===== src/design/msc_pkg.sv =====
// msc_pkg: shared types, constants and helper functions of the material sorter controller
// used by msc_ctrl, msc_datapath and material_sorter_controller_top
`default_nettype none

package msc_pkg;

    // class fifo geometry
    localparam int QUEUE_DEPTH = 16;
    localparam int QPTR_W      = $clog2(QUEUE_DEPTH);
    localparam int QFILL_W     = $clog2(QUEUE_DEPTH + 1);

    // field widths
    localparam int SAMPLE_W = 10;
    localparam int THR_W    = 10;
    localparam int MIN_W    = 11;
    localparam int CLASS_W  = 2;
    localparam int ROT_W    = 2;
    localparam int TALLY_W  = 8;
    localparam int OP_W     = 2;
    localparam int CFG_IDX_W = 2;

    // result word layout
    localparam int OUT_BITS    = CLASS_W + 1 + ROT_W + 1 + 4 * TALLY_W + QFILL_W + 1;
    localparam int OUT_TDATA_W = ((OUT_BITS + 7) / 8) * 8;
    localparam int IN_TDATA_W  = ((SAMPLE_W + 7) / 8) * 8;

    localparam logic [MIN_W-1:0] MIN_RESET = MIN_W'(1024);

    localparam logic [THR_W-1:0] BLACK_THR_RESET = THR_W'(930);
    localparam logic [THR_W-1:0] WHITE_THR_RESET = THR_W'(700);
    localparam logic [THR_W-1:0] STEEL_THR_RESET = THR_W'(300);

    // configuration register indexes
    localparam logic [CFG_IDX_W-1:0] REG_BLACK_THR = CFG_IDX_W'(0);
    localparam logic [CFG_IDX_W-1:0] REG_WHITE_THR = CFG_IDX_W'(1);
    localparam logic [CFG_IDX_W-1:0] REG_STEEL_THR = CFG_IDX_W'(2);

    // class codes
    localparam logic [CLASS_W-1:0] CLS_BLACK = 2'd0;
    localparam logic [CLASS_W-1:0] CLS_STEEL = 2'd1;
    localparam logic [CLASS_W-1:0] CLS_WHITE = 2'd2;
    localparam logic [CLASS_W-1:0] CLS_ALUM  = 2'd3;

    typedef enum logic [OP_W-1:0] {
        OP_SAMPLE  = 2'd0,
        OP_OBJ_END = 2'd1,
        OP_DROP    = 2'd2,
        OP_RAMP    = 2'd3
    } op_t;

    typedef enum logic {
        S_IDLE,
        S_EXEC
    } state_t;

    // controller to datapath commands
    typedef struct packed {
        logic load;     // latch the incoming word and start the fifo head read
        logic commit;   // apply the latched word and load the result register
    } ctrl_cmd_t;

    function automatic logic [CLASS_W-1:0] classify(
        input logic [MIN_W-1:0] m,
        input logic [THR_W-1:0] black_thr,
        input logic [THR_W-1:0] white_thr,
        input logic [THR_W-1:0] steel_thr
    );
        logic [CLASS_W-1:0] c;
        if (m > MIN_W'(black_thr))
            c = CLS_BLACK;
        else if (m > MIN_W'(white_thr))
            c = CLS_WHITE;
        else if (m > MIN_W'(steel_thr))
            c = CLS_STEEL;
        else
            c = CLS_ALUM;
        return c;
    endfunction

    function automatic logic [QPTR_W-1:0] next_slot(input logic [QPTR_W-1:0] p);
        logic [QPTR_W-1:0] n;
        if (p == QPTR_W'(QUEUE_DEPTH - 1))
            n = '0;
        else
            n = p + 1'b1;
        return n;
    endfunction

endpackage

`default_nettype wire


===== src/design/msc_ram.sv =====
// msc_ram: generic single write port, single read port ram with registered read data
// no dependencies
`default_nettype none

module msc_ram #(
    parameter int WIDTH = 2,
    parameter int DEPTH = 16
) (
    input  logic                     clk,
    input  logic                     we,
    input  logic [$clog2(DEPTH)-1:0] waddr,
    input  logic [WIDTH-1:0]         wdata,
    input  logic                     re,
    input  logic [$clog2(DEPTH)-1:0] raddr,
    output logic [WIDTH-1:0]         rdata
);

    logic [WIDTH-1:0] mem_reg [DEPTH];
    logic [WIDTH-1:0] rdata_reg;

    always_ff @(posedge clk)
    begin
        if (we)
        begin
            mem_reg[waddr] <= wdata;
        end
        if (re)
        begin
            rdata_reg <= mem_reg[raddr];
        end
    end

    assign rdata = rdata_reg;

endmodule

`default_nettype wire


===== src/design/msc_ctrl.sv =====
// msc_ctrl: sequencing state machine and result-valid flag of the sorter controller
// depends on msc_pkg
`default_nettype none

module msc_ctrl (
    input  logic                clk,
    input  logic                rst_n,
    input  logic                in_valid,
    output logic                in_ready,
    output logic                out_valid,
    input  logic                out_ready,
    output msc_pkg::ctrl_cmd_t  cmd
);

    import msc_pkg::*;

    state_t state_reg;
    state_t state_next;
    logic   out_valid_reg;
    logic   out_valid_next;

    always_ff @(posedge clk or negedge rst_n)
    begin
        if (!rst_n)
        begin
            state_reg     <= S_IDLE;
            out_valid_reg <= 1'b0;
        end
        else
        begin
            state_reg     <= state_next;
            out_valid_reg <= out_valid_next;
        end
    end

    always_comb
    begin
        state_next = state_reg;
        in_ready   = 1'b0;
        cmd.load   = 1'b0;
        cmd.commit = 1'b0;
        unique case (state_reg)
            S_IDLE:
            begin
                in_ready = 1'b1;
                if (in_valid)
                begin
                    cmd.load   = 1'b1;
                    state_next = S_EXEC;
                end
            end
            S_EXEC:
            begin
                // result slot free or being emptied this cycle
                if (!out_valid_reg || out_ready)
                begin
                    cmd.commit = 1'b1;
                    state_next = S_IDLE;
                end
            end
            default:
            begin
                state_next = S_IDLE;
            end
        endcase

        if (cmd.commit)
            out_valid_next = 1'b1;
        else if (out_ready)
            out_valid_next = 1'b0;
        else
            out_valid_next = out_valid_reg;
    end

    assign out_valid = out_valid_reg;

`ifndef SYNTHESIS
    a_no_overwrite: assert property (@(posedge clk) disable iff (!rst_n)
        (out_valid_reg && !out_ready) |=> out_valid_reg)
        else $error("pending result dropped");
    a_exec_after_load: assert property (@(posedge clk) disable iff (!rst_n)
        cmd.load |=> (state_reg == S_EXEC))
        else $error("load did not start execution");
    a_commit_sets_valid: assert property (@(posedge clk) disable iff (!rst_n)
        cmd.commit |=> (out_valid_reg && state_reg == S_IDLE))
        else $error("commit did not present a result");
`endif

endmodule

`default_nettype wire


===== src/design/msc_datapath.sv =====
// msc_datapath: thresholds, running minimum, fifo pointers, tallies, tray and result register
// depends on msc_pkg; drives an external msc_ram holding the class fifo
`default_nettype none

module msc_datapath (
    input  logic                            clk,
    input  logic                            rst_n,
    input  msc_pkg::ctrl_cmd_t              cmd,
    input  logic [msc_pkg::OP_W-1:0]        in_op,
    input  logic [msc_pkg::SAMPLE_W-1:0]    in_sample,
    input  logic                            cfg_we,
    input  logic [msc_pkg::CFG_IDX_W-1:0]   cfg_index,
    input  logic [msc_pkg::THR_W-1:0]       cfg_data,
    output logic                            ram_we,
    output logic [msc_pkg::QPTR_W-1:0]      ram_waddr,
    output logic [msc_pkg::CLASS_W-1:0]     ram_wdata,
    output logic                            ram_re,
    output logic [msc_pkg::QPTR_W-1:0]      ram_raddr,
    input  logic [msc_pkg::CLASS_W-1:0]     ram_rdata,
    output logic [msc_pkg::CLASS_W-1:0]     item_class,
    output logic                            class_valid,
    output logic [msc_pkg::ROT_W-1:0]       rotate_command,
    output logic                            queue_error,
    output logic [msc_pkg::TALLY_W-1:0]     count_black,
    output logic [msc_pkg::TALLY_W-1:0]     count_steel,
    output logic [msc_pkg::TALLY_W-1:0]     count_white,
    output logic [msc_pkg::TALLY_W-1:0]     count_alum,
    output logic [msc_pkg::QFILL_W-1:0]     in_transit,
    output logic                            finished
);

    import msc_pkg::*;

    logic [THR_W-1:0]   black_thr_reg, white_thr_reg, steel_thr_reg;
    logic [MIN_W-1:0]   min_reg, min_next;
    logic               seen_reg, seen_next;
    logic [QPTR_W-1:0]  head_reg, head_next, tail_reg, tail_next;
    logic [QFILL_W-1:0] fill_reg, fill_next;
    logic [TALLY_W-1:0] tally_reg [4];
    logic [TALLY_W-1:0] tally_next [4];
    logic [CLASS_W-1:0] tray_reg, tray_next;
    logic               armed_reg, armed_next;
    logic               done_reg, done_next;

    op_t                op_reg;
    logic [SAMPLE_W-1:0] smp_reg;

    logic [CLASS_W-1:0] cls_reg, cls_next;
    logic               valid_reg, valid_next;
    logic [ROT_W-1:0]   rot_reg, rot_next;
    logic               err_reg, err_next;

    logic               q_full, q_empty;
    logic [CLASS_W-1:0] min_cls;

    assign q_full  = (fill_reg == QFILL_W'(QUEUE_DEPTH));
    assign q_empty = (fill_reg == '0);
    assign min_cls = classify(min_reg, black_thr_reg, white_thr_reg, steel_thr_reg);

    // head entry read is started with the word latch, data is ready at commit
    assign ram_re    = cmd.load;
    assign ram_raddr = head_reg;
    assign ram_waddr = tail_reg;
    assign ram_wdata = min_cls;
    assign ram_we    = cmd.commit && (op_reg == OP_OBJ_END) && seen_reg && !q_full;

    always_comb
    begin
        min_next   = min_reg;
        seen_next  = seen_reg;
        head_next  = head_reg;
        tail_next  = tail_reg;
        fill_next  = fill_reg;
        tally_next = tally_reg;
        tray_next  = tray_reg;
        armed_next = armed_reg;
        done_next  = done_reg;
        cls_next   = cls_reg;
        valid_next = valid_reg;
        rot_next   = rot_reg;
        err_next   = err_reg;

        if (cmd.commit)
        begin
            cls_next   = CLS_BLACK;
            valid_next = 1'b0;
            rot_next   = '0;
            err_next   = 1'b0;
            unique case (op_reg)
                OP_SAMPLE:
                begin
                    if (MIN_W'(smp_reg) < min_reg)
                        min_next = MIN_W'(smp_reg);
                    seen_next = 1'b1;
                end
                OP_OBJ_END:
                begin
                    if (seen_reg)
                    begin
                        cls_next   = min_cls;
                        valid_next = 1'b1;
                        if (q_full)
                        begin
                            err_next = 1'b1;
                        end
                        else
                        begin
                            tail_next = next_slot(tail_reg);
                            fill_next = fill_reg + 1'b1;
                        end
                    end
                    min_next  = MIN_RESET;
                    seen_next = 1'b0;
                end
                OP_DROP:
                begin
                    if (q_empty)
                    begin
                        err_next = 1'b1;
                    end
                    else
                    begin
                        cls_next              = ram_rdata;
                        valid_next            = 1'b1;
                        head_next             = next_slot(head_reg);
                        fill_next             = fill_reg - 1'b1;
                        tally_next[ram_rdata] = tally_reg[ram_rdata] + 1'b1;
                        rot_next              = ram_rdata - tray_reg;
                        tray_next             = ram_rdata;
                        if (armed_reg && fill_reg == QFILL_W'(1))
                            done_next = 1'b1;
                    end
                end
                OP_RAMP:
                begin
                    armed_next = 1'b1;
                end
                default:
                begin
                    armed_next = armed_reg;
                end
            endcase
        end
    end

    always_ff @(posedge clk or negedge rst_n)
    begin
        if (!rst_n)
        begin
            black_thr_reg <= BLACK_THR_RESET;
            white_thr_reg <= WHITE_THR_RESET;
            steel_thr_reg <= STEEL_THR_RESET;
            min_reg       <= MIN_RESET;
            seen_reg      <= 1'b0;
            head_reg      <= '0;
            tail_reg      <= '0;
            fill_reg      <= '0;
            for (int i = 0; i < 4; i++)
            begin
                tally_reg[i] <= '0;
            end
            tray_reg      <= CLS_BLACK;
            armed_reg     <= 1'b0;
            done_reg      <= 1'b0;
        end
        else
        begin
            if (cfg_we)
            begin
                unique case (cfg_index)
                    REG_BLACK_THR: black_thr_reg <= cfg_data;
                    REG_WHITE_THR: white_thr_reg <= cfg_data;
                    REG_STEEL_THR: steel_thr_reg <= cfg_data;
                    default:       black_thr_reg <= black_thr_reg;
                endcase
            end
            min_reg   <= min_next;
            seen_reg  <= seen_next;
            head_reg  <= head_next;
            tail_reg  <= tail_next;
            fill_reg  <= fill_next;
            tally_reg <= tally_next;
            tray_reg  <= tray_next;
            armed_reg <= armed_next;
            done_reg  <= done_next;
        end
    end

    // payload registers
    always_ff @(posedge clk)
    begin
        if (cmd.load)
        begin
            op_reg  <= op_t'(in_op);
            smp_reg <= in_sample;
        end
        cls_reg   <= cls_next;
        valid_reg <= valid_next;
        rot_reg   <= rot_next;
        err_reg   <= err_next;
    end

    // state only moves at commit, so live tallies, fill and flag match the result
    assign item_class     = cls_reg;
    assign class_valid    = valid_reg;
    assign rotate_command = rot_reg;
    assign queue_error    = err_reg;
    assign count_black    = tally_reg[CLS_BLACK];
    assign count_steel    = tally_reg[CLS_STEEL];
    assign count_white    = tally_reg[CLS_WHITE];
    assign count_alum     = tally_reg[CLS_ALUM];
    assign in_transit     = fill_reg;
    assign finished       = done_reg;

`ifndef SYNTHESIS
    a_fill_range: assert property (@(posedge clk) disable iff (!rst_n)
        fill_reg <= QFILL_W'(QUEUE_DEPTH))
        else $error("fifo fill out of range");
    a_ptr_match: assert property (@(posedge clk) disable iff (!rst_n)
        (q_empty || q_full) |-> (head_reg == tail_reg))
        else $error("fifo pointers disagree with fill");
    a_done_armed: assert property (@(posedge clk) disable iff (!rst_n)
        done_reg |-> armed_reg)
        else $error("finish flag without ramp-down");
    a_drop_empty: assert property (@(posedge clk) disable iff (!rst_n)
        (cmd.commit && op_reg == OP_DROP && q_empty) |=>
        (err_reg && !valid_reg && fill_reg == '0))
        else $error("empty drop not flagged");
    a_min_restart: assert property (@(posedge clk) disable iff (!rst_n)
        (cmd.commit && op_reg == OP_OBJ_END) |=> (min_reg == MIN_RESET && !seen_reg))
        else $error("minimum not restarted at object end");
`endif

endmodule

`default_nettype wire


===== src/design/material_sorter_controller_top.sv =====
// material_sorter_controller_top: conveyor sorter controller, stream in and stream out
// depends on msc_pkg, msc_ram, msc_ctrl, msc_datapath
//
//  channel | direction | handshake          | payload
//  --------+-----------+--------------------+---------------------------------------
//  s_*     | in        | s_tvalid/s_tready  | s_tuser operation, s_tdata sample
//  m_*     | out       | m_tvalid/m_tready  | m_tdata result word, one per input word
//  cfg_*   | in        | cfg_we             | cfg_index register, cfg_data threshold
//
// each word has an accept cycle that latches it and starts the
// registered read of the fifo head, then a commit cycle that updates all state
// reset restores the default thresholds and an empty fifo; the fifo ram is not
// cleared since only entries counted in the fill are ever read
// a result waits in the output register; the next word is still accepted, and
// its commit holds until the waiting result is taken
`default_nettype none

module material_sorter_controller_top (
    input  logic                                 clk,
    input  logic                                 rst_n,
    input  logic                                 s_tvalid,
    output logic                                 s_tready,
    // [9:0] sample, upper bits zero
    input  logic [msc_pkg::IN_TDATA_W-1:0]       s_tdata,
    // [1:0] operation
    input  logic [msc_pkg::OP_W-1:0]             s_tuser,
    output logic                                 m_tvalid,
    input  logic                                 m_tready,
    // [1:0] item_class, [2] class_valid, [4:3] rotate_command, [5] queue_error,
    // [13:6] count_black, [21:14] count_steel, [29:22] count_white,
    // [37:30] count_alum, [42:38] in_transit, [43] finished, rest zero
    output logic [msc_pkg::OUT_TDATA_W-1:0]      m_tdata,
    input  logic                                 cfg_we,
    input  logic [msc_pkg::CFG_IDX_W-1:0]        cfg_index,
    input  logic [msc_pkg::THR_W-1:0]            cfg_data
);

    import msc_pkg::*;

    ctrl_cmd_t          cmd;

    // class fifo storage
    logic               ram_we;
    logic [QPTR_W-1:0]  ram_waddr;
    logic [CLASS_W-1:0] ram_wdata;
    logic               ram_re;
    logic [QPTR_W-1:0]  ram_raddr;
    logic [CLASS_W-1:0] ram_rdata;

    // result fields
    logic [CLASS_W-1:0] item_class;
    logic               class_valid;
    logic [ROT_W-1:0]   rotate_command;
    logic               queue_error;
    logic [TALLY_W-1:0] count_black;
    logic [TALLY_W-1:0] count_steel;
    logic [TALLY_W-1:0] count_white;
    logic [TALLY_W-1:0] count_alum;
    logic [QFILL_W-1:0] in_transit;
    logic               finished;

    msc_ctrl u_ctrl (
        .clk       (clk),
        .rst_n     (rst_n),
        .in_valid  (s_tvalid),
        .in_ready  (s_tready),
        .out_valid (m_tvalid),
        .out_ready (m_tready),
        .cmd       (cmd)
    );

    msc_datapath u_datapath (
        .clk            (clk),
        .rst_n          (rst_n),
        .cmd            (cmd),
        .in_op          (s_tuser),
        .in_sample      (s_tdata[SAMPLE_W-1:0]),
        .cfg_we         (cfg_we),
        .cfg_index      (cfg_index),
        .cfg_data       (cfg_data),
        .ram_we         (ram_we),
        .ram_waddr      (ram_waddr),
        .ram_wdata      (ram_wdata),
        .ram_re         (ram_re),
        .ram_raddr      (ram_raddr),
        .ram_rdata      (ram_rdata),
        .item_class     (item_class),
        .class_valid    (class_valid),
        .rotate_command (rotate_command),
        .queue_error    (queue_error),
        .count_black    (count_black),
        .count_steel    (count_steel),
        .count_white    (count_white),
        .count_alum     (count_alum),
        .in_transit     (in_transit),
        .finished       (finished)
    );

    msc_ram #(
        .WIDTH (CLASS_W),
        .DEPTH (QUEUE_DEPTH)
    ) u_class_fifo (
        .clk   (clk),
        .we    (ram_we),
        .waddr (ram_waddr),
        .wdata (ram_wdata),
        .re    (ram_re),
        .raddr (ram_raddr),
        .rdata (ram_rdata)
    );

    // pack the result word, first field lowest
    assign m_tdata = OUT_TDATA_W'({finished, in_transit, count_alum, count_white,
                                   count_steel, count_black, queue_error,
                                   rotate_command, class_valid, item_class});

endmodule

`default_nettype wire

===== config.mk =====
export PLATFORM = sky130hd
export DESIGN_NAME = material_sorter_controller_top
export DESIGN_NICKNAME = d
export VERILOG_FILES = /design/src/design/msc_pkg.sv /design/src/design/msc_ram.sv /design/src/design/msc_ctrl.sv /design/src/design/msc_datapath.sv /design/src/design/material_sorter_controller_top.sv
export SDC_FILE = /design/constraint.sdc
export NUM_CORES = 1
export LEC_CHECK = 0
export ABC_AREA = 1
export ABC_CLOCK_PERIOD_IN_PS = 2810
export BUFFER_PORTS_ARGS = -buffer_cell sky130_fd_sc_hd__buf_2
export CORE_UTILIZATION = 61
export CTS_BUF_LIST = sky130_fd_sc_hd__clkbuf_8
export CTS_CLUSTER_SIZE = 24
export DETAILED_ROUTE_END_ITERATION = 7
export GPL_TIMING_DRIVEN = 0
export PLACE_DENSITY = 0.83
export SYNTH_ARGS = -nofsm -noshare
export SYNTH_HDL_FRONTEND = slang
export SYNTH_SLANG_ARGS = --single-unit

===== constraint.sdc =====
create_clock -name clk -period 2.81 [get_ports clk]
set_clock_uncertainty 0.1 [all_clocks]
set_input_delay 0.843 -clock clk [delete_from_list [all_inputs] [get_ports clk]]
set_output_delay 0.843 -clock clk [all_outputs]
set_load 0.01 [all_outputs]

# --- Word-level counts from Yosys, hierarchy flattened ---
# Memories as Yosys holds them, arrays and structs flattened. A register that Yosys moved wholly into a read port is not among the register bits.
# Index checks and enable logic that the tools add are counted.
totals:
  n_memories: 1
  ram_bits: 32
  ff_bits: 111
  inputBits: 35
mem_list:
  columns: ["memory", "words", "width", "rd", "rd_ports_with_merged_regs", "write_ports", "line", "text"]
  rows:
  - ["u_class_fifo.mem_reg", 16, 2, 1, 1, 1, "msc_ram.sv:18", "logic [WIDTH-1:0] mem_reg [DEPTH];"]
classes:
  n_lt_le_gt_ge: 6
  addsub: 6
  n_reduce_logical: 25
  n_mux: 39
  eq_ne: 13
  bitwise: 5
ops:
  columns: ["operator", "count"]
  rows:
  - ["> comparator 11 x 10 -> 1 bit", 3]
  - ["bitwise mux 32 bit", 1]
  - ["two-way mux 8 bit", 3]
  - ["case mux 11 bit (2 select lines)", 1]
  - ["binary-select mux 8 bit (select 2 bit)", 1]
  - ["demux 8 bit (select 2 bit)", 1]
  - ["two-way mux 1 bit", 15]
  - ["two-way mux 5 bit", 3]
  - ["less-than comparator 10 x 11 -> 1 bit", 1]
  - ["two-way mux 11 bit", 1]
  - ["two-way mux 2 bit", 5]
  - ["case mux 5 bit (2 select lines)", 1]
  - ["AND reduction 2 bit", 5]
  - ["adder 4 x 1 -> 4 bit, second input constant", 2]
  - ["adder 8 x 1 -> 8 bit, second input constant", 1]
  - ["== test 4 bit, second input constant", 2]
  - ["two-way mux 4 bit", 2]
  - ["case mux 1 bit (2 select lines)", 4]
  - ["AND reduction 4 bit", 2]
  - ["== test 2 bit, second input constant", 3]
  - ["AND reduction 3 bit", 2]
  - ["nonzero test 2 bit", 3]
  - ["adder 5 x 1 -> 5 bit, second input constant", 1]
  - ["== test 5 x 1 -> 1 bit, second input constant", 1]
  - ["18 further kinds", 30]

# --- Depth between registers and ports, before layout ---
# Gate-level depths: netlist (run 1).
depth:
  word_depth: 9
  mapped_depth: 13

# --- By module ---
# From an unflattened synthesis (run 1), not the netlist that was laid out.
hier_totals:
  hier_cells: 871
  hier_area_um2: 7764.9
modules_own_cells:
  columns: ["module", "area_per_inst_um2", "cells_each", "n_inst"]
  rows:
  - ["msc_datapath", 6057.1, 692, 1]
  - ["msc_ram", 1551.5, 159, 1]
  - ["msc_ctrl", 100.1, 12, 1]
  - ["material_sorter_controller_top", 56.3, 8, 1]

# --- Worst setup path after synthesis (run 1) ---
# No wires, ideal clock.
synth_path:
  kind: "in2reg"
  from: "input m_tready"
  to: "memory u_class_fifo.mem_reg[0][0] (enable)"
  path_slack_ps: 488
  t_required_ps: 2401
  arrival_ps: 1913
  setup_ps: 309
  stages: 6
  cell_sequence: "inv_1 a21oi_2 nand3_1 inv_1 nand2_1 nor2_1"
synth_via:
  elab_chain_len: 8
synth_rtl:
  columns: ["element", "line", "text"]
  rows:
  - ["from (decl)", "material_sorter_controller_top.sv:28", "input logic m_tready,"]
  - ["logical OR 1 bit", "msc_ctrl.sv:55", "if (!out_valid_reg || out_ready)"]
  - ["two-way mux 1 bit", "msc_ctrl.sv:55", null]
  - ["two-way mux 1 bit", "msc_ctrl.sv:42", "unique case (state_reg)"]
  - ["logical AND 1 bit (3 in series)", "msc_datapath.sv:65", "assign ram_we = cmd.commit && (op_reg == OP_OBJ_END) && seen_reg && !q_full;"]
  - ["two-way mux 1 bit", "msc_ram.sv:23", "if (we)"]
  - ["two-way mux 1 bit (not written as such)", "msc_ram.sv:25", "mem_reg[waddr] <= wdata;"]
  - ["to (decl)", "msc_ram.sv:18", null]
# No other way between the ends.

# --- Worst setup path after layout (run 1) ---
layout_path:
  from: "input m_tready"
  to: "memory u_class_fifo.mem_reg[12][1] (enable)"
# The elaborated chain is that of the path after synthesis.

==> results of run 1 <==
-- per-layer routing --
layer / vias up / track usage / share of wire
li1: 2893 / - / -
met1: 2730 / 0.370 / 0.46
met2: 203 / 0.421 / 0.46
met3: 23 / 0.0664 / 0.059
met4: 0 / 0.0991 / 0.016
met5: - / 0 / 0
-- worst max path at each step --
stage / depth (start not counted) / slack [ns] / from / endpoint
5_1_grt: 11 / 0.15 / u_datapath.white_thr_reg[9]$_DFFE_PN1P_ / u_class_fifo.mem_reg[3][1]$_DFFE_PP_
3_5_place_dp: 7 / -0.09 / m_tready / u_class_fifo.mem_reg[13][0]$_DFFE_PP_
3_3_place_gp: 1 / -0.1 / rst_n / u_datapath.ram_waddr[2]$_DFFE_PN0P_
4_1_cts: 11 / 0.39 / u_datapath.white_thr_reg[9]$_DFFE_PN1P_ / u_class_fifo.mem_reg[3][1]$_DFFE_PP_
2_1_floorplan: 6 / 0.49 / m_tready / u_class_fifo.mem_reg[0][0]$_DFFE_PP_
6_report: 7 / 0.36 / m_tready / u_class_fifo.mem_reg[12][1]$_DFFE_PP_
-- where the power goes --
| part | internal [W] | switching, W |
|---|---|---|
| logic | 0.00104 | 0.00193 |
| clock network | 0.00108 | 0.000804 |
| registers | 0.00287 | 0.000426 |
-- logic make-up after synthesis --
group | share of synthesized area
xor gates and xnor gates | 0.0116
AOI/OAI and AO/OA | 0.0881
buffers and inverters | 0.0740
adders and majority gates | 0.0877
muxes | 0.00397
DFF | 0.517
other | 0.000496
and+or+nand+nor | 0.217
-- cells in the mapped netlist, types with 11 or more instances --
master | instances | share of area
dfstp_2 | 16 | 0.056
edfxtp_1 | 52 | 0.21
o21ai_0 | 64 | 0.042
a21oi_1 | 24 | 0.016
nand3_1 | 46 | 0.030
inv_1 | 112 | 0.056
nand2_1 | 211 | 0.10
dfrtp_1 | 77 | 0.25
ha_1 | 53 | 0.088
nor2_1 | 59 | 0.029
clkbuf_1 | 13 | 0.0065
nand2_2 | 11 | 0.0091
-- area by class of cell --
type / count / area (um^2)
Multi-Input combinational cell: 548 / 3100
Fill cell: 900 / 3420
Buffer: 20 / 101
Inverter: 121 / 458
Timing Repair Buffer: 75 / 400
Clock inverter: 14 / 213
Tap cell: 168 / 210
Clock buffer: 18 / 248
Sequential cell: 145 / 3910
-- metrics by stage --
stage	area, um^2	total power, W	utilization
6_report	8640	0.00816	0.716
5_1_grt	8640	0.00875	0.716
4_1_cts	8640	0.00817	0.716
3_5_place_dp	8180	0.00627	0.678
3_3_place_gp	8150	0.00615	0.676
2_1_floorplan	7570	0.00535	-
==> impl_metrics.env, run 1 <==
export IMPL_yosysUniqueCellTypes=45
export IMPL_r2r_setup_slack_ns=0.37
export IMPL_critPathMaxStageDelay_ns=0.60
export IMPL_relSlewSlack=0.146
export IMPL_die_w_um=113
export IMPL_place_congestion=0.885
export IMPL_largest_reg_flops=32
export IMPL_finalHoldViolCount=0
export IMPL_drt_pass1_iterations=7
export IMPL_period_minus_slack_ns=2.45
export IMPL_syn_inst=831
export IMPL_vias_per_cell=5.27
export IMPL_portBuffers=74
export IMPL_cts_tree="done"
export IMPL_yosysWarnings=0
export IMPL_area_growth_pct=14.3
export IMPL_root_buffer="clkbuf_8"
export IMPL_num_vias=5849
export IMPL_antenna_found_initial=0
export IMPL_grt_max_degree=51
export IMPL_reg2regPathDepth=11
export IMPL_required_ns=2.85
export IMPL_path_buf_inv=3
export IMPL_worst_setup_path_start_kind="input port"
export IMPL_postCtsSetupBuffers=0
export IMPL_final_cells=1109
export IMPL_placementRows=40
export IMPL_dp_slack_ns=-0.0884
export IMPL_clkSlewWorstSetupHoldPaths_ns=0.08
export IMPL_crit_slowest_cell="a21oi_2"
export IMPL_layout_drive_gt1_share=0.187
export IMPL_cpMostUsedCell="inv_1"
export IMPL_synth_area_um2=7560
export IMPL_wl_per_cell_um=14.2
export IMPL_synthArstFlopShare=0.641
export IMPL_crit_chain="buf_2 -> inv_1 -> a21oi_2 -> nand3_1 -> inv_1 -> nand2_1 -> nor2_1"
export IMPL_fmax_mhz=408
export IMPL_cts_sinks=145
export IMPL_clock_path_buffers=2
export IMPL_hold_path_class="input port to async pin"
export IMPL_die_area_um2=12800
export IMPL_fin_crit_sh=0.872
export IMPL_worstMarginPinSlew_ns=1.28
export IMPL_dpl_hpwl_mm=11.2
export IMPL_io_pins=85
export IMPL_max_cap_viol_count=0
export IMPL_drtIter0Drc=401
export IMPL_die_y_um=113
export IMPL_rsz0062_at_grt="false"
export IMPL_crit_family="simple AND/OR/NAND/NOR gates"
export IMPL_core_um2=12100
export IMPL_ys_ff_latch=145
export IMPL_ys_flop_type="dfrtp_1"
export IMPL_tns_ns=0
export IMPL_end_kind="flop"
export IMPL_holdWs_ns=0.287
export IMPL_cts_resized=0
export IMPL_grt_pass1_wl_mm=26.7
export IMPL_p_leak_nw=4.25
export IMPL_place_inst=1077
export IMPL_setup_viol=0
export IMPL_peakVddDrop_v=0.000772
export IMPL_final_common_cell="nand2_1"
export IMPL_hold_buffers=0
export IMPL_initial_core_util=0.627
export IMPL_cp_arrival_ns=2.49
export IMPL_grt_pass1_vias=5627
export IMPL_drc_errors=0
export IMPL_worstPathMaxFanout=11
export IMPL_wl_mm=15.7
export IMPL_final_nets=1016
export IMPL_antenna_cells=0
export IMPL_seq_area_frac_synth=0.517
export IMPL_insertion_delay_ns=0.46
export IMPL_synth_edf_count=52
export IMPL_r2r_start="u_datapath.white_thr_reg[9]$_DFFE_PN1P_"
export IMPL_power_density_nw_per_um2=944
export IMPL_synth_area_per_cell_um2=9.09
export IMPL_final_cell_mix="nand2_1 (211), inv_1 (113), dfrtp_1 (77), buf_2 (73), o21ai_0 (64)"
export IMPL_grt_total_usage=0.270
export IMPL_cts_made_buffers=17
export IMPL_status="completed"
export IMPL_r2r_end="u_class_fifo.mem_reg[9][1]$_DFFE_PP_"
export IMPL_cts_max_level=4
export IMPL_ant_nets=0
export IMPL_maxSlewViolCount=0
export IMPL_grt_overflow=0
export IMPL_worstSetupPathType="input port to flop"
export IMPL_fin_ws_ns=0.358
Note: power is estimated with default switching activity, not from simulation.
==> run 2: changes to the inputs <==
- PLACE_DENSITY: 0.83 -> unset
- PLACE_DENSITY_LB_ADDON: unset -> 0.12
==> run 2 against run 1 <==
Net effect:
- wire length up 5.6%
- non-clock buffer count unchanged
- via count increased by 2.3%
- worst setup slack better by 0.0032 ns
- critical path depth unchanged
- cell count unchanged
- first-iteration DRC count grew 25%
- final area decreased by 0.14%
- sequential cell count unchanged
- hold slack improved by 0.027 ns
- register-to-register slack better by 0.02 ns
- critical path type unchanged
- die area stayed put
==> impl_metrics.env, run 2 (synthesized netlist as in run 1, its figures left out) <==
export IMPL_cts_made_buffers=17
export IMPL_drtIter0Drc=500
export IMPL_rsz0062_at_grt="false"
export IMPL_portBuffers=74
export IMPL_cts_sinks=145
export IMPL_fmax_mhz=408
export IMPL_io_pins=85
export IMPL_post_route_util=0.715
export IMPL_num_vias=5983
export IMPL_final_nets=1016
export IMPL_cts_resized=0
export IMPL_worstPathMaxFanout=11
export IMPL_dpl_hpwl_mm=12.1
export IMPL_grt_max_degree=49
export IMPL_wl_per_cell_um=15.0
export IMPL_r2r_start="u_class_fifo.rdata[0]$_DFFE_PP_"
export IMPL_place_congestion=0.900
export IMPL_ant_nets=0
export IMPL_drt_pass1_iterations=5
export IMPL_cts_tree="done"
export IMPL_fin_ws_ns=0.361
export IMPL_postCtsSetupBuffers=0
export IMPL_area_growth_pct=14.2
export IMPL_crit_slowest_cell="a21oi_2"
export IMPL_tns_ns=0
export IMPL_worst_setup_path_start_kind="input port"
export IMPL_clkSlewWorstSetupHoldPaths_ns=0.08
export IMPL_initial_core_util=0.627
export IMPL_cts_max_level=4
export IMPL_cp_arrival_ns=2.50
export IMPL_grt_overflow=0
export IMPL_p_total_w=0.00818
export IMPL_relSlewSlack=0.232
export IMPL_antenna_cells=0
export IMPL_max_cap_viol_count=0
export IMPL_antenna_found_initial=0
export IMPL_hold_path_class="input port to async pin"
export IMPL_clock_path_buffers=2
export IMPL_die_area_um2=12800
export IMPL_largest_reg_flops=32
export IMPL_vias_per_cell=5.39
export IMPL_worstSetupPathType="input port to flop"
export IMPL_cpMostUsedCell="inv_1"
export IMPL_maxSlewViolCount=0
export IMPL_hold_buffers=0
export IMPL_critPathMaxStageDelay_ns=0.58
export IMPL_placementRows=40
export IMPL_crit_start="m_tready"
export IMPL_insertion_delay_ns=0.45
export IMPL_fin_crit_sh=0.871
export IMPL_setup_viol=0
export IMPL_final_cell_mix="nand2_1 (211), inv_1 (116), dfrtp_1 (77), buf_2 (73), o21ai_0 (64)"
export IMPL_grt_pass1_vias=5891
export IMPL_root_buffer="clkbuf_8"
export IMPL_finalHoldViolCount=0
export IMPL_end_kind="flop"
export IMPL_layout_drive_gt1_share=0.185
export IMPL_required_ns=2.86
export IMPL_peakVddDrop_v=0.000567
export IMPL_grt_pass1_wl_mm=27.8
export IMPL_status="completed"
export IMPL_die_y_um=113
export IMPL_p_leak_nw=4.26
export IMPL_worstMarginPinSlew_ns=1.15
export IMPL_dp_slack_ns=-0.0882
export IMPL_grt_total_usage=0.282
export IMPL_drc_errors=0
export IMPL_wl_mm=16.6
export IMPL_power_density_nw_per_um2=948
export IMPL_die_w_um=113
export IMPL_final_cells=1109
export IMPL_final_common_cell="nand2_1"
export IMPL_core_um2=12100
export IMPL_period_minus_slack_ns=2.45
export IMPL_crit_chain="buf_2 -> inv_1 -> a21oi_2 -> nand3_1 -> inv_1 -> nand2_1 -> nor2_1"
export IMPL_place_inst=1077
## run 2: changes by cell type in the layout (fill, tap and decap cells not counted), sizes merged
cell and delta:
clkinv -1, clkinvlp -1, inv +2
## run 2: critical path: cells and delay by family
kind / cells / cell delay (ns)
buffers and inverters: 3 / 0.36
AO/OA/AOI/OAI: 1 / 0.58
AND/OR/NAND/NOR: 3 / 0.71
## run 2: power by group
group | internal (W) | total (W) | switching (W)
clock | 0.00107 | 0.00184 | 0.000771
sequential | 0.00287 | 0.00332 | 0.000441
combinational | 0.00105 | 0.00302 | 0.00198
## run 2: final timing paths
path	to	slack, ns	cells after the start
setup / recovery	u_class_fifo.mem_reg[12][1]$_DFFE_PP_	0.36	7
hold / removal	u_datapath.white_thr_reg[6]$_DFFE_PN0P_	0.31	1
setup reg to reg	u_datapath.count_alum[2]$_DFFE_PN0P_	0.39	9
hold reg to reg	u_datapath.min_reg[0]$_DFFE_PN0P_	0.38	2
max in group asynchronous	u_datapath.white_thr_reg[4]$_DFFE_PN1P_	1.60	2
min in group clk	u_datapath.min_reg[0]$_DFFE_PN0P_	0.38	2
## run 2: stage by stage
step                      area [um^2]  hold slack, ns
after global placement           8150           0.356
final                            8630           0.314
after CTS                        8630           0.323
after floorplan                  7570           0.342
after detailed placement         8180           0.359
after global routing             8630           0.351
## run 2: cell type report
cell class / count / area, um^2
Buffer: 20 / 101
Clock buffer: 18 / 248
Clock inverter: 14 / 200
Fill cell: 934 / 3430
Inverter: 121 / 458
Multi-Input combinational cell: 548 / 3100
Sequential cell: 145 / 3910
Tap cell: 168 / 210
Timing Repair Buffer: 75 / 400
## run 2: per-layer routing
layer,up-vias,global-route usage,share of wire
li1,2886,-,-
met1,2867,0.369,0.43
met2,199,0.461,0.49
met3,31,0.0659,0.064
met4,0,0.102,0.019
met5,-,0,0
==> run 3: changes to the inputs <==
- CELL_PAD_IN_SITES_DETAIL_PLACEMENT: unset -> 1
- CELL_PAD_IN_SITES_GLOBAL_PLACEMENT: unset -> 1
- CORE_UTILIZATION: 61 -> 45
- CTS_BUF_LIST: sky130_fd_sc_hd__clkbuf_8 -> sky130_fd_sc_hd__clkbuf_8 sky130_fd_sc_hd__clkbuf_16
==> run 3 against run 2 <==
Net effect:
- first-iteration DRC count down 45%
- critical path type is now flop to flop
- largest cell class unchanged
- power is 9.0% higher
- sequential power barely moved
- clock power increased by 32%
==> impl_metrics.env, run 3 (synthesized netlist as in run 1, its figures left out) <==
export IMPL_cpMostUsedCell="nand2_1"
export IMPL_fmax_mhz=392
export IMPL_cts_made_buffers=17
export IMPL_seqCellArea_um2=3910
export IMPL_area_growth_pct=17.4
export IMPL_path_buf_inv=2
export IMPL_required_ns=2.86
export IMPL_hold_path_class="input port to async pin"
export IMPL_wl_per_cell_um=17.1
export IMPL_status="completed"
export IMPL_drc_errors=0
export IMPL_wl_met3_um=609
export IMPL_wl_met2_mm=10.1
export IMPL_ant_nets=0
export IMPL_place_congestion=0.832
export IMPL_power_density_nw_per_um2=1000
export IMPL_layout_drive_gt1_share=0.188
export IMPL_clock_path_buffers=2
export IMPL_tns_ns=0
export IMPL_core_um2=16500
export IMPL_num_vias=6007
export IMPL_end_kind="flop"
export IMPL_cts_resized=0
export IMPL_final_nets=1016
export IMPL_portBuffers=74
export IMPL_stdcell_area_um2=8870
export IMPL_cts_tree="done"
export IMPL_grt_total_usage=0.248
export IMPL_relSlewSlack=0.256
export IMPL_root_buffer="clkbuf_16"
export IMPL_initial_core_util=0.459
export IMPL_die_area_um2=17300
export IMPL_peakVddDrop_v=0.000490
export IMPL_multi_input_area_um2=3100
export IMPL_setup_viol=0
export IMPL_wl_met1_mm=8.89
export IMPL_cp_arrival_ns=2.60
export IMPL_crit_family="simple AND/OR/NAND/NOR gates"
export IMPL_grt_pass1_wl_mm=33.3
export IMPL_post_route_util=0.539
export IMPL_p_leak_nw=4.33
export IMPL_crit_slowest_cell="dfstp_2"
export IMPL_fin_crit_sh=0.908
export IMPL_fin_ws_ns=0.259
export IMPL_vias_per_cell=5.17
export IMPL_max_cap_viol_count=0
export IMPL_io_pins=85
export IMPL_cts_sinks=145
export IMPL_drtIter0Drc=277
export IMPL_finalHoldViolCount=0
export IMPL_crit_chain="inv_1 -> ha_1 -> nand2_1 -> inv_1 -> nand3_1 -> nor2_1 -> nand2_1 -> nand3_1 -> nand2_1 -> nand2_1 -> and2_1"
export IMPL_antenna_cells=0
export IMPL_largest_reg_flops=32
export IMPL_grt_pass1_vias=6456
export IMPL_insertion_delay_ns=0.42
export IMPL_period_minus_slack_ns=2.55
export IMPL_worstMarginPinSlew_ns=1.11
export IMPL_clkSlewWorstSetupHoldPaths_ns=0.06
export IMPL_placed_area_um2=8240
export IMPL_highest_layer="met4"
export IMPL_postCtsSetupBuffers=0
export IMPL_num_fill_cells=1947
export IMPL_worstPathMaxFanout=16
export IMPL_final_common_cell="nand2_1"
export IMPL_die_y_um=132
export IMPL_grt_overflow=0
export IMPL_antenna_found_initial=0
export IMPL_rsz0062_at_grt="false"
export IMPL_worstSetupPathType="flop to flop"
export IMPL_placementRows=47
export IMPL_drt_pass1_iterations=6
export IMPL_worst_setup_path_start_kind="flop"
export IMPL_maxSlewViolCount=0
export IMPL_grt_max_degree=65
export IMPL_wl_mm=19.9
export IMPL_cts_max_level=4
export IMPL_final_cell_mix="nand2_1 (211), inv_1 (113), dfrtp_1 (77), buf_2 (73), o21ai_0 (64)"
export IMPL_hold_buffers=0
export IMPL_holdWs_ns=0.267
export IMPL_die_w_um=132
export IMPL_critPathMaxStageDelay_ns=0.53
export IMPL_dpl_hpwl_mm=14.3
export IMPL_dp_slack_ns=-0.156
==> run 3: changes by cell type in the layout (fill, tap and decap cells not counted), sizes merged <==
cell / delta
clkinv: +1
clkinvlp: +1
bufinv: -1
clkbuf: -1
==> run 3: layout make-up <==
| class | instances | share of cell area |
|---|---|---|
| Sequential cell | 145 | 0.440 |
| Multi-Input combinational cell | 548 | 0.349 |
| Inverter | 121 | 0.0516 |
| Clock buffer | 17 | 0.0479 |
| Timing Repair Buffer | 75 | 0.0451 |
| Tap cell | 220 | 0.0310 |
| Clock inverter | 15 | 0.0231 |
| Buffer | 20 | 0.0114 |
==> run 3: stage by stage <==
stage,power (W),instances
2_1_floorplan,0.00535,834
3_3_place_gp,0.00624,1128
3_5_place_dp,0.00649,1129
4_1_cts,0.00900,1161
5_1_grt,0.00956,1161
6_report,0.00892,1161
==> run 3: per-layer routing <==
| layer | vias to the layer above | GRT usage |
|---|---|---|
| met2 | 109 | 0.429 |
| met3 | 24 | 0.0467 |
| li1 | 2894 | - |
| met1 | 2980 | 0.316 |
| met5 | - | 0 |
| met4 | 0 | 0.0691 |
==> run 3: final timing paths <==
| path | startpoint | end | slack (ns) | cells past startpoint |
|---|---|---|---|---|
| max in group asynchronous | rst_n | u_datapath.black_thr_reg[1]$_DFFE_PN1P_ | 1.64 | 2 |
| max reg2reg | u_datapath.white_thr_reg[9]$_DFFE_PN1P_ | u_class_fifo.mem_reg[9][1]$_DFFE_PP_ | 0.26 | 11 |
| max | u_datapath.white_thr_reg[9]$_DFFE_PN1P_ | u_class_fifo.mem_reg[9][1]$_DFFE_PP_ | 0.26 | 11 |
| min in group clk | u_datapath.steel_thr_reg[6]$_DFFE_PN0P_ | u_datapath.steel_thr_reg[6]$_DFFE_PN0P_ | 0.39 | 2 |
| min | rst_n | u_datapath.white_thr_reg[6]$_DFFE_PN0P_ | 0.27 | 1 |
| min reg2reg | u_datapath.steel_thr_reg[6]$_DFFE_PN0P_ | u_datapath.steel_thr_reg[6]$_DFFE_PN0P_ | 0.39 | 2 |
==> run 3: where the power goes <==
group	switching [W]	leakage [nW]	internal [W]	total [W]
sequential	0.000454	1.63	0.00288	0.00333
clock	0.000937	0.307	0.00150	0.00243
combinational	0.00210	2.40	0.00106	0.00315
total	0.00349	4.33	0.00543	0.00892
